==> src/hdl/ultrasonic_echo_ranging_defines.svh <==
// Assertion macros shared by the ultrasonic echo ranging RTL.
`ifndef ULTRASONIC_ECHO_RANGING_DEFINES_SVH
`define ULTRASONIC_ECHO_RANGING_DEFINES_SVH

// Same-cycle implication, checked on every rising edge outside reset.
`define UER_ASSERT_NOW(lbl, clk, rst, cond, conseq) \
   lbl: assert property (@(posedge clk) disable iff (rst) (cond) |-> (conseq)) \
      else $error("ultrasonic echo ranging: same-cycle check failed");

// Next-cycle implication, checked on every rising edge outside reset.
`define UER_ASSERT_NEXT(lbl, clk, rst, cond, conseq) \
   lbl: assert property (@(posedge clk) disable iff (rst) (cond) |=> (conseq)) \
      else $error("ultrasonic echo ranging: next-cycle check failed");

`endif

==> src/hdl/uer_pkg.sv <==
// Types and constants of the ultrasonic echo ranging block.
package uer_pkg;

   // Field and register widths.
   localparam int TRIG_W      = 8;
   localparam int TIMER_W     = 16;
   localparam int ECHO_W      = 16;
   localparam int SUM_W       = 19;
   localparam int DIST_W      = 15;
   localparam int DIST_FRAC_W = 4;
   localparam int CSR_INDEX_W = 2;
   localparam int CSR_DATA_W  = 16;

   // Centimetres per microsecond of round trip, inverted: 58 us per cm.
   localparam int CM_DIVISOR  = 58;

   // Reciprocal divide: quotient = (x * RECIP) >> RECIP_SHIFT, exact for
   // dividends below 2^23 and divisors below 2^9.
   localparam int RECIP_SHIFT = 32;
   localparam int RECIP_W     = 27;

   // Register reset values.
   localparam logic [TRIG_W-1:0]  TRIG_WIDTH_RST = 8'd20;
   localparam logic [TIMER_W-1:0] SETTLE_GAP_RST = 16'd50000;
   localparam logic [ECHO_W-1:0]  MAX_ECHO_RST   = 16'd65535;

   // Register indexes of the configuration port.
   typedef enum logic [CSR_INDEX_W-1:0] {
      CSR_TRIGGER_WIDTH = 2'd0,
      CSR_SETTLE_GAP    = 2'd1,
      CSR_MAX_ECHO      = 2'd2
   } csr_index_type;

   // Measurement sequencer phases.
   typedef enum logic [2:0] {
      PH_IDLE   = 3'd0,
      PH_TRIG   = 3'd1,
      PH_WAIT   = 3'd2,
      PH_MEAS   = 3'd3,
      PH_SETTLE = 3'd4
   } phase_type;

   // Status flags that travel down the result pipeline.
   typedef struct packed {
      logic trigger_level;
      logic busy_res;
      logic result_valid;
   } flags_type;

endpackage

==> src/hdl/uer_req_if.sv <==
// Handshake interfaces of the ultrasonic echo ranging block.
interface uer_req_if;
   logic valid;
   logic ready;
   logic echo_level;
   logic start_request;

   modport source (output valid, echo_level, start_request, input ready);
   modport sink   (input valid, echo_level, start_request, output ready);
endinterface

interface uer_rsp_if;
   logic                          valid;
   logic                          ready;
   logic                          trigger_level;
   logic                          busy_res;
   logic                          result_valid;
   logic [uer_pkg::DIST_W-1:0]    distance_q4;

   modport source (output valid, trigger_level, busy_res, result_valid, distance_q4,
                   input ready);
   modport sink   (input valid, trigger_level, busy_res, result_valid, distance_q4,
                   output ready);
endinterface

interface uer_csr_if;
   logic                              valid;
   logic                              ready;
   logic [uer_pkg::CSR_INDEX_W-1:0]   index;
   logic [uer_pkg::CSR_DATA_W-1:0]    data;

   modport source (output valid, index, data, input ready);
   modport sink   (input valid, index, data, output ready);
endinterface

==> src/hdl/ultrasonic_echo_ranging.sv <==
// Ultrasonic echo ranging controller, one input item per microsecond tick.
//
// req_ch carries one tick: the sampled echo pin level and a start request.
// Every accepted tick produces exactly one transfer on rsp_ch with the
// trigger pin level, the busy flag, a one-tick result strobe and the held
// averaged distance in centimetres with four fraction bits.
// csr_ch writes trigger width, settle gap and echo limit and is always ready;
// write it only while no sequence runs; the block itself does not enforce this.
// The sequencer state updates in the cycle a tick is accepted. The result
// travels through three registers (status, reciprocal product, output), and
// one tick is accepted every cycle while the receiver takes results; the rate
// is set by the sequencer update and the one 23x27 multiplier stage.
// Each pipeline stage has its own ready, so a stalled receiver holds only the
// output register, and ticks keep entering until the bubbles ahead are used.
// Reset returns the sequencer to idle, clears the distance to zero, loads the
// register defaults and empties the pipeline.
module ultrasonic_echo_ranging #(
   parameter int NUM_SAMPLES = 5
) (
   input  logic     clock,
   input  logic     reset,
   uer_req_if.sink  req_ch,
   uer_rsp_if.source rsp_ch,
   uer_csr_if.sink  csr_ch
);

`include "ultrasonic_echo_ranging_defines.svh"

   // Derived sizes and the constant reciprocal of 58 * NUM_SAMPLES.
   localparam int PASS_W = $clog2(NUM_SAMPLES + 1);
   localparam logic [PASS_W-1:0] LAST_PASS = PASS_W'(NUM_SAMPLES - 1);
   localparam longint unsigned DIVISOR = longint'(uer_pkg::CM_DIVISOR * NUM_SAMPLES);
   localparam logic [uer_pkg::RECIP_W-1:0] RECIP =
      uer_pkg::RECIP_W'(((64'd1 << uer_pkg::RECIP_SHIFT) + DIVISOR - 64'd1) / DIVISOR);
   localparam int DIVIDEND_W = uer_pkg::SUM_W + uer_pkg::DIST_FRAC_W;
   localparam int PROD_W     = DIVIDEND_W + uer_pkg::RECIP_W;

   // Configuration registers.
   logic [uer_pkg::TRIG_W-1:0]  trig_width_ff;
   logic [uer_pkg::TIMER_W-1:0] settle_gap_ff;
   logic [uer_pkg::ECHO_W-1:0]  max_echo_ff;

   // Sequencer state.
   uer_pkg::phase_type           phase_ff, phase_in;
   logic [uer_pkg::TIMER_W-1:0]  timer_ff, timer_in;
   logic [uer_pkg::ECHO_W-1:0]   width_ff, width_in;
   logic [PASS_W-1:0]            pass_ff, pass_in;
   logic [uer_pkg::SUM_W-1:0]    sum_ff, sum_in;
   logic                         done_in;

   // Pipeline registers.
   logic                         s1_valid_ff;
   uer_pkg::flags_type           s1_flags_ff;
   logic [uer_pkg::SUM_W-1:0]    s1_sum_ff;
   logic                         s2_valid_ff;
   uer_pkg::flags_type           s2_flags_ff;
   logic [uer_pkg::DIST_W-1:0]   s2_quot_ff;
   logic                         out_valid_ff;
   uer_pkg::flags_type           out_flags_ff;
   logic [uer_pkg::DIST_W-1:0]   out_dist_ff;

   logic                         out_ready;
   logic                         s2_ready;
   logic                         s1_ready;
   logic                         req_fire;
   logic [uer_pkg::TRIG_W-1:0]   trig_eff;
   logic [uer_pkg::ECHO_W:0]     width_inc;
   logic [PROD_W-1:0]            product;

   // Per-stage ready: a stage takes a transfer when it is empty or draining.
   assign out_ready = !out_valid_ff || rsp_ch.ready;
   assign s2_ready  = !s2_valid_ff || out_ready;
   assign s1_ready  = !s1_valid_ff || s2_ready;
   assign req_ch.ready = s1_ready;
   assign req_fire  = req_ch.valid && s1_ready;
   assign csr_ch.ready = 1'b1;

   // Configuration writes; an index beyond the list is dropped.
   always_ff @(posedge clock) begin
      if (reset) begin
         trig_width_ff <= uer_pkg::TRIG_WIDTH_RST;
         settle_gap_ff <= uer_pkg::SETTLE_GAP_RST;
         max_echo_ff   <= uer_pkg::MAX_ECHO_RST;
      end else if (csr_ch.valid) begin
         unique case (csr_ch.index)
            uer_pkg::CSR_TRIGGER_WIDTH: trig_width_ff <= csr_ch.data[uer_pkg::TRIG_W-1:0];
            uer_pkg::CSR_SETTLE_GAP:    settle_gap_ff <= csr_ch.data;
            uer_pkg::CSR_MAX_ECHO:      max_echo_ff   <= csr_ch.data;
            default: ;
         endcase
      end
   end

   // A trigger width of zero behaves as one tick.
   assign trig_eff  = (trig_width_ff == '0) ? uer_pkg::TRIG_W'(1) : trig_width_ff;
   assign width_inc = {1'b0, width_ff} + 17'd1;

   // Next sequencer state for the tick on the input channel.
   always_comb begin
      phase_in = phase_ff;
      timer_in = timer_ff;
      width_in = width_ff;
      pass_in  = pass_ff;
      sum_in   = sum_ff;
      done_in  = 1'b0;
      unique case (phase_ff)
         uer_pkg::PH_IDLE: begin
            if (req_ch.start_request) begin
               phase_in = uer_pkg::PH_TRIG;
               timer_in = uer_pkg::TIMER_W'(1);
               pass_in  = '0;
               sum_in   = '0;
               width_in = '0;
            end
         end
         uer_pkg::PH_TRIG: begin
            if (timer_ff >= {8'd0, trig_eff}) begin
               phase_in = uer_pkg::PH_WAIT;
               timer_in = '0;
            end else begin
               timer_in = timer_ff + uer_pkg::TIMER_W'(1);
            end
         end
         uer_pkg::PH_WAIT: begin
            if (req_ch.echo_level) begin
               phase_in = uer_pkg::PH_MEAS;
               width_in = (max_echo_ff == '0) ? '0 : uer_pkg::ECHO_W'(1);
            end
         end
         uer_pkg::PH_MEAS: begin
            if (req_ch.echo_level) begin
               // Count saturates at the echo limit.
               width_in = (width_inc > {1'b0, max_echo_ff}) ? max_echo_ff
                                                            : width_inc[uer_pkg::ECHO_W-1:0];
            end else begin
               sum_in   = sum_ff + uer_pkg::SUM_W'(width_ff);
               phase_in = uer_pkg::PH_SETTLE;
               timer_in = '0;
            end
         end
         uer_pkg::PH_SETTLE: begin
            if (timer_ff >= settle_gap_ff) begin
               if (pass_ff == LAST_PASS) begin
                  done_in  = 1'b1;
                  phase_in = uer_pkg::PH_IDLE;
                  timer_in = '0;
               end else begin
                  pass_in  = pass_ff + PASS_W'(1);
                  phase_in = uer_pkg::PH_TRIG;
                  timer_in = uer_pkg::TIMER_W'(1);
               end
            end else begin
               timer_in = timer_ff + uer_pkg::TIMER_W'(1);
            end
         end
         default: phase_in = uer_pkg::PH_IDLE;
      endcase
   end

   // Sequencer registers advance on each accepted tick.
   always_ff @(posedge clock) begin
      if (reset) begin
         phase_ff <= uer_pkg::PH_IDLE;
         timer_ff <= '0;
         width_ff <= '0;
         pass_ff  <= '0;
         sum_ff   <= '0;
      end else if (req_fire) begin
         phase_ff <= phase_in;
         timer_ff <= timer_in;
         width_ff <= width_in;
         pass_ff  <= pass_in;
         sum_ff   <= sum_in;
      end
   end

   // Stage 1: status flags of this tick and the sum for the average.
   always_ff @(posedge clock) begin
      if (reset) begin
         s1_valid_ff <= 1'b0;
      end else if (s1_ready) begin
         s1_valid_ff <= req_ch.valid;
      end
   end

   always_ff @(posedge clock) begin
      if (req_fire) begin
         s1_flags_ff.trigger_level <= (phase_in == uer_pkg::PH_TRIG);
         s1_flags_ff.busy_res      <= (phase_in != uer_pkg::PH_IDLE);
         s1_flags_ff.result_valid  <= done_in;
         s1_sum_ff                 <= sum_in;
      end
   end

   // Stage 2: divide sum * 16 by 58 * NUM_SAMPLES through the reciprocal.
   assign product = PROD_W'({s1_sum_ff, uer_pkg::DIST_FRAC_W'(0)}) * PROD_W'(RECIP);

   always_ff @(posedge clock) begin
      if (reset) begin
         s2_valid_ff <= 1'b0;
      end else if (s2_ready) begin
         s2_valid_ff <= s1_valid_ff;
      end
   end

   always_ff @(posedge clock) begin
      if (s2_ready && s1_valid_ff) begin
         s2_flags_ff <= s1_flags_ff;
         s2_quot_ff  <= product[uer_pkg::RECIP_SHIFT +: uer_pkg::DIST_W];
      end
   end

   // Output register: the distance is loaded on a result and held otherwise.
   always_ff @(posedge clock) begin
      if (reset) begin
         out_valid_ff <= 1'b0;
         out_dist_ff  <= '0;
      end else if (out_ready) begin
         out_valid_ff <= s2_valid_ff;
         if (s2_valid_ff && s2_flags_ff.result_valid) begin
            out_dist_ff <= s2_quot_ff;
         end
      end
   end

   always_ff @(posedge clock) begin
      if (out_ready && s2_valid_ff) begin
         out_flags_ff <= s2_flags_ff;
      end
   end

   assign rsp_ch.valid         = out_valid_ff;
   assign rsp_ch.trigger_level = out_flags_ff.trigger_level;
   assign rsp_ch.busy_res      = out_flags_ff.busy_res;
   assign rsp_ch.result_valid  = out_flags_ff.result_valid;
   assign rsp_ch.distance_q4   = out_dist_ff;

   // A result strobe always comes with the sequencer back in idle.
   `UER_ASSERT_NOW(a_result_idle, clock, reset, out_valid_ff && out_flags_ff.result_valid,
      !out_flags_ff.busy_res)
   // The pass counter never runs past the last pass.
   `UER_ASSERT_NOW(a_pass_range, clock, reset, 1'b1, pass_ff <= LAST_PASS)
   // An accepted tick is held in the first stage on the next cycle.
   `UER_ASSERT_NEXT(a_tick_enters, clock, reset, req_fire, s1_valid_ff)

endmodule

==> src/flat_wrapper.sv <==
// flat-port wrapper written by rule: the top's interface ports become plain ports
module ultrasonic_echo_ranging_flat 
#(
   parameter int NUM_SAMPLES = 5
)
  (clock, reset, req_ch_valid, req_ch_echo_level, req_ch_start_request, req_ch_ready, rsp_ch_valid, rsp_ch_trigger_level, rsp_ch_busy_res, rsp_ch_result_valid, rsp_ch_distance_q4, rsp_ch_ready, csr_ch_valid, csr_ch_index, csr_ch_data, csr_ch_ready);
  uer_req_if req_ch_i ();
  uer_rsp_if rsp_ch_i ();
  uer_csr_if csr_ch_i ();
  input  logic clock;
  input  logic reset;
  input wire logic [$bits(req_ch_i.valid)-1:0] req_ch_valid;
  input wire logic [$bits(req_ch_i.echo_level)-1:0] req_ch_echo_level;
  input wire logic [$bits(req_ch_i.start_request)-1:0] req_ch_start_request;
  output wire logic [$bits(req_ch_i.ready)-1:0] req_ch_ready;
  output wire logic [$bits(rsp_ch_i.valid)-1:0] rsp_ch_valid;
  output wire logic [$bits(rsp_ch_i.trigger_level)-1:0] rsp_ch_trigger_level;
  output wire logic [$bits(rsp_ch_i.busy_res)-1:0] rsp_ch_busy_res;
  output wire logic [$bits(rsp_ch_i.result_valid)-1:0] rsp_ch_result_valid;
  output wire logic [$bits(rsp_ch_i.distance_q4)-1:0] rsp_ch_distance_q4;
  input wire logic [$bits(rsp_ch_i.ready)-1:0] rsp_ch_ready;
  input wire logic [$bits(csr_ch_i.valid)-1:0] csr_ch_valid;
  input wire logic [$bits(csr_ch_i.index)-1:0] csr_ch_index;
  input wire logic [$bits(csr_ch_i.data)-1:0] csr_ch_data;
  output wire logic [$bits(csr_ch_i.ready)-1:0] csr_ch_ready;
  assign req_ch_i.valid = req_ch_valid;
  assign req_ch_i.echo_level = req_ch_echo_level;
  assign req_ch_i.start_request = req_ch_start_request;
  assign req_ch_ready = req_ch_i.ready;
  assign rsp_ch_valid = rsp_ch_i.valid;
  assign rsp_ch_trigger_level = rsp_ch_i.trigger_level;
  assign rsp_ch_busy_res = rsp_ch_i.busy_res;
  assign rsp_ch_result_valid = rsp_ch_i.result_valid;
  assign rsp_ch_distance_q4 = rsp_ch_i.distance_q4;
  assign rsp_ch_i.ready = rsp_ch_ready;
  assign csr_ch_i.valid = csr_ch_valid;
  assign csr_ch_i.index = csr_ch_index;
  assign csr_ch_i.data = csr_ch_data;
  assign csr_ch_ready = csr_ch_i.ready;
  ultrasonic_echo_ranging #(.NUM_SAMPLES(NUM_SAMPLES)) u_core (.clock(clock), .reset(reset), .req_ch(req_ch_i), .rsp_ch(rsp_ch_i), .csr_ch(csr_ch_i));
endmodule
==> config.mk <==
export PLATFORM = sky130hd
export DESIGN_NAME = ultrasonic_echo_ranging_flat
export DESIGN_NICKNAME = d
export VERILOG_FILES = /design/src/hdl/uer_pkg.sv /design/src/hdl/uer_req_if.sv /design/src/hdl/ultrasonic_echo_ranging.sv /design/src/flat_wrapper.sv
export VERILOG_INCLUDE_DIRS = /design/src /design/src/hdl
export SDC_FILE = /design/constraint.sdc
export NUM_CORES = 1
export LEC_CHECK = 0
export BUFFER_PORTS_ARGS = -buffer_cell sky130_fd_sc_hd__buf_2
export CORE_MARGIN = 1.5
export CORE_UTILIZATION = 60
export DETAILED_ROUTE_END_ITERATION = 8
export PLACE_DENSITY = 0.73
export SYNTH_ARGS = -nofsm -noshare
export SYNTH_HDL_FRONTEND = slang
export SYNTH_SLANG_ARGS = --single-unit
==> constraint.sdc <==
create_clock -name clock -period 18.31 [get_ports clock]
set_input_delay 3.662 -clock clock [delete_from_list [all_inputs] [get_ports clock]]
set_output_delay 3.662 -clock clock [all_outputs]
set_load 0.02 [all_outputs]
==> results.py <==
metrics = {
    "status": {
        "status": "complete, no violations",
    },
    "die": {
        "core-area_um2": 25000,
        "die-height_um": 162,
        "die_w_um": 162,
        "die_ar_um2": 26300,
        "placement_rows": 58,
        "floorplan.initialDensity": 0.608,
        "boundaryPins": 46,
    },
    "synthesis": {
        "synth-edff-count": 43,
        "yosys_warnings": 0,
        "syn_area_um2": 15200,
        "synth.distinct_cells": 70,
        "ys_seq_area_frac": 0.236,
        "postSynthRegisterBits": 158,
        "syn-mean-instance-area_um2": 9.26,
        "netlist_instances": 1644,
        "mappedNetlistNets": 2060,
        "main_flop_type_after_synthesis": "sky130_fd_sc_hd__dfxtp_1",
        "asyncSetResetFlopFracSynth": 0,
    },
    "pwr": {
        "power.total_uw": 2010,
        "power_density_nw_per_um2": 123,
        "p_leak_uw": 0.00814,
        "vdd_ir_drop_max_v": 0.000194,
        "clkPwrFrac": 0.180,
        "power.net_switching_uw": 884,
        "internal_portion_of_total_power_uw": 1120,
        "power.share.switching": 0.440,
        "power.sequential.fraction": 0.213,
        "p_comb_frac": 0.607,
    },
    "timing": {
        "fin_worst_skew_ns": 0.0163,
        "worst_hold_slack_ns": 0.422,
        "period_minus_slack_ns": 7.99,
        "slew_headroom": 0.220,
        "slew_at_the_pin_closest_to_its_max_slew_limit_ns": 1.17,
        "rsz0062_at_grt": "no",
        "timing_max_transition_violations_final": 0,
        "timing_hold_violations_final": 0,
        "final.setup.tns_ns": 0,
        "finalCritPeriodShare": 0.436,
        "fmax_ghz": 0.125,
        "setup_viol": 0,
    },
    "layout": {
        "area_growth_syn_to_layout_pct": 7.35,
        "post-route-util": 0.653,
        "post_route_cells_drive_above_1_share": 0.0587,
        "fillerInstances": 2047,
        "design_area_um2": 16300,
        "finish.net_count": 2089,
    },
    "clock_tree": {
        "clockRootBuffer": "sky130_fd_sc_hd__clkbuf_16",
        "clock-sinks": 158,
        "number_of_h_tree_levels": 4,
        "post-cts-setup-buffer-count": 0,
        "numCtsBuffers": 17,
        "ctsHoldBuffers": 0,
        "postCtsResizedCells": 0,
        "clock_latency_ns": 0.42,
        "cts.clk_slew.worst_paths_ns": 0.06,
        "cts_tree": "done",
        "cts-root-to-sink-buffers": 2,
    },
    "setup_path": {
        "crit_path_end_kind": "primary output",
        "critPathMaxFanout": 4,
        "timing.rr.end": "u_core.s2_quot_ff[14]",
        "timing.critical_path.required_ns": 14.65,
        "critical_path_launch_point_type": "input port",
        "timing.reg2reg.setup_slack_ns": 11.28,
        "startpoint": "rsp_ch_ready",
        "timing.rr.start": "u_core.s1_sum_ff[16]",
        "arrival_ns": 4.32,
        "r2r.worst_path.cells": 22,
        "timing_worst_setup_path_type": "in -> out",
    },
    "drt": {
        "drt-vias-per-instance": 5.45,
        "met3WireLength_mm": 1.08,
        "detail_route.iter0.violations": 455,
        "count_of_vias_placed_by_the_detailed_router": 10991,
        "drt-pass1-iter-count": 5,
        "route.final.wire_length_mm": 32.6,
        "antenna_violating_nets_post_route": 0,
        "route.met2.wl_mm": 16.3,
        "wl_met1_mm": 14.4,
        "wl_per_cell_um": 16.2,
        "route.detailed.drc": 0,
        "maxUsedRoutingLayer": "met5",
    },
    "worst_hold_path": {
        "worst_hold_path_type": "reg -> reg",
        "min_to": "u_core.s2_flags_ff[0]",
        "whs_path_depth": 0,
        "holdCritStartpoint": "u_core.s1_flags_ff[0]",
    },
    "global_routing": {
        "grt_max_degree": 75,
        "grt.total_usage": 0.265,
        "grt_pass1_vias": 11328,
        "grt_first_pass_wirelength_mm": 54.9,
        "initial_antenna_violation_count": 2,
        "globalRoute.totalOverflow": 0,
    },
    "placed_design": {
        "place_hpwl_mm": 26.7,
        "gp_congestion": 0.995,
        "postPlaceCellArea_um2": 15700,
        "placement.io_buffers": 44,
    },
    "run": {
        "max_cap_viol_count": 0,
    },
}
-- metal layers --
layer,global-route usage,vias to the layer above
met1,0.338,5342
li1,-,5431
met4,0.0813,2
met2,0.470,173
met5,0,-
met3,0.0342,43
-- cells in the mapped netlist (26+ instances only) --
library cell / number / area share
sky130_fd_sc_hd__nand3_1: 27 / 0.0089
sky130_fd_sc_hd__dfxtp_1: 115 / 0.15
sky130_fd_sc_hd__nor2_1: 130 / 0.032
sky130_fd_sc_hd__ha_1: 233 / 0.19
sky130_fd_sc_hd__fa_1: 158 / 0.21
sky130_fd_sc_hd__edfxtp_1: 43 / 0.085
sky130_fd_sc_hd__xnor2_1: 40 / 0.023
sky130_fd_sc_hd__nand2_1: 127 / 0.031
sky130_fd_sc_hd__a21oi_1: 99 / 0.033
sky130_fd_sc_hd__o21ai_0: 26 / 0.0085
sky130_fd_sc_hd__inv_1: 340 / 0.084
sky130_fd_sc_hd__clkbuf_1: 30 / 0.0074
sky130_fd_sc_hd__a21o_1: 31 / 0.015
-- registers in the layout, summed over array words and instances, names as in the netlist --
signal,cells
u_core.width_ff,16
u_core.s1_valid_ff,1
u_core.rsp_ch.distance_q4,15
u_core.pass_ff,3
u_core.sum_ff,19
u_core.rsp_ch.busy_res,1
u_core.phase_ff,3
u_core.s1_flags_ff,3
u_core.trig_width_ff,8
u_core.rsp_ch.trigger_level,1
u_core.s2_quot_ff,15
u_core.max_echo_ff,16
u_core.rsp_ch.result_valid,1
u_core.rsp_ch.valid,1
u_core.timer_ff,16
u_core.s2_valid_ff,1
u_core.s1_sum_ff,19
u_core.settle_gap_ff,16
u_core.s2_flags_ff,3
-- cell usage in the layout, fill, tap and decap left out, types with 9 or more instances in the layout --
cell                        synthesis  final
sky130_fd_sc_hd__a211o_1           23     23
sky130_fd_sc_hd__a211oi_1           9      9
sky130_fd_sc_hd__a21o_1            31     31
sky130_fd_sc_hd__a21oi_1           99     99
sky130_fd_sc_hd__a22o_1            13     13
sky130_fd_sc_hd__a31oi_1            9      9
sky130_fd_sc_hd__buf_2              3     44
sky130_fd_sc_hd__clkbuf_16          0     17
sky130_fd_sc_hd__dfxtp_1          115    115
sky130_fd_sc_hd__edfxtp_1          43     43
sky130_fd_sc_hd__fa_1             158    158
sky130_fd_sc_hd__ha_1             233    233
sky130_fd_sc_hd__inv_1            340    340
sky130_fd_sc_hd__nand2_1          127    127
sky130_fd_sc_hd__nand3_1           27     27
sky130_fd_sc_hd__nand4_1           12     12
sky130_fd_sc_hd__nor2_1           130    130
sky130_fd_sc_hd__nor2b_1           15     15
sky130_fd_sc_hd__nor3_1            24     24
sky130_fd_sc_hd__o21ai_0           26     26
sky130_fd_sc_hd__xnor2_1           40     40
sky130_fd_sc_hd__xor2_1            18     18
-- cell type report --
type | count | area, um^2 | area share
Inverter | 341 | 1280 | 0.0783
Antenna cell | 1 | 2.50 | 0.000153
Clock buffer | 19 | 453 | 0.0277
Sequential cell | 158 | 3590 | 0.220
Multi-Input combinational cell | 1106 | 10200 | 0.624
Tap cell | 330 | 413 | 0.0253
Timing Repair Buffer | 49 | 258 | 0.0158
Clock inverter | 13 | 148 | 0.00903
-- power groups by stage --
stage	sequential [uW]	clock [uW]	combinational, uW
after floorplan	431	0	907
after global placement	434	0	1170
after detailed placement	434	0	1220
after global routing	429	381	1410
final	427	361	1220
after CTS	427	368	1230
-- worst max-delay path, cell delays in order --
cell and delay [ns]:
sky130_fd_sc_hd__buf_2 0.10, sky130_fd_sc_hd__nor2b_1 0.22, sky130_fd_sc_hd__nand3_1 0.15, sky130_fd_sc_hd__buf_2 0.19
-- worst max path at each step --
stage                               to  slack (ns)  cells past startpoint
after floorplan           req_ch_ready       10.56                      2
after global placement    req_ch_ready       10.35                      4
after detailed placement  req_ch_ready       10.33                      4
after CTS                 req_ch_ready       10.32                      4
after global routing      req_ch_ready       10.24                      4
final                     req_ch_ready       10.32                      4
-- logic make-up (layout without fill, tap and decap cells) --
logic type | count (synthesis) | in the layout | synth area share
adder cells (fa/ha/maj) | 391 | 391 | 0.399
AND/OR/NAND/NOR | 383 | 383 | 0.113
buffers and inverters | 380 | 422 | 0.0942
AO/OA/AOI/OAI | 268 | 268 | 0.121
flip-flops | 158 | 158 | 0.236
XOR/XNOR | 58 | 58 | 0.0334
multiplexers | 5 | 5 | 0.00329
other | 1 | 2 | 0.000246
-- metrics by stage --
step | std cells | setup WS [ns]
2_1_floorplan | 1644 | 10.56
3_3_place_gp | 1984 | 10.35
3_5_place_dp | 1984 | 10.33
4_1_cts | 2016 | 10.32
5_1_grt | 2016 | 10.24
6_report | 2017 | 10.32
(Power assumes the default switching activity.)
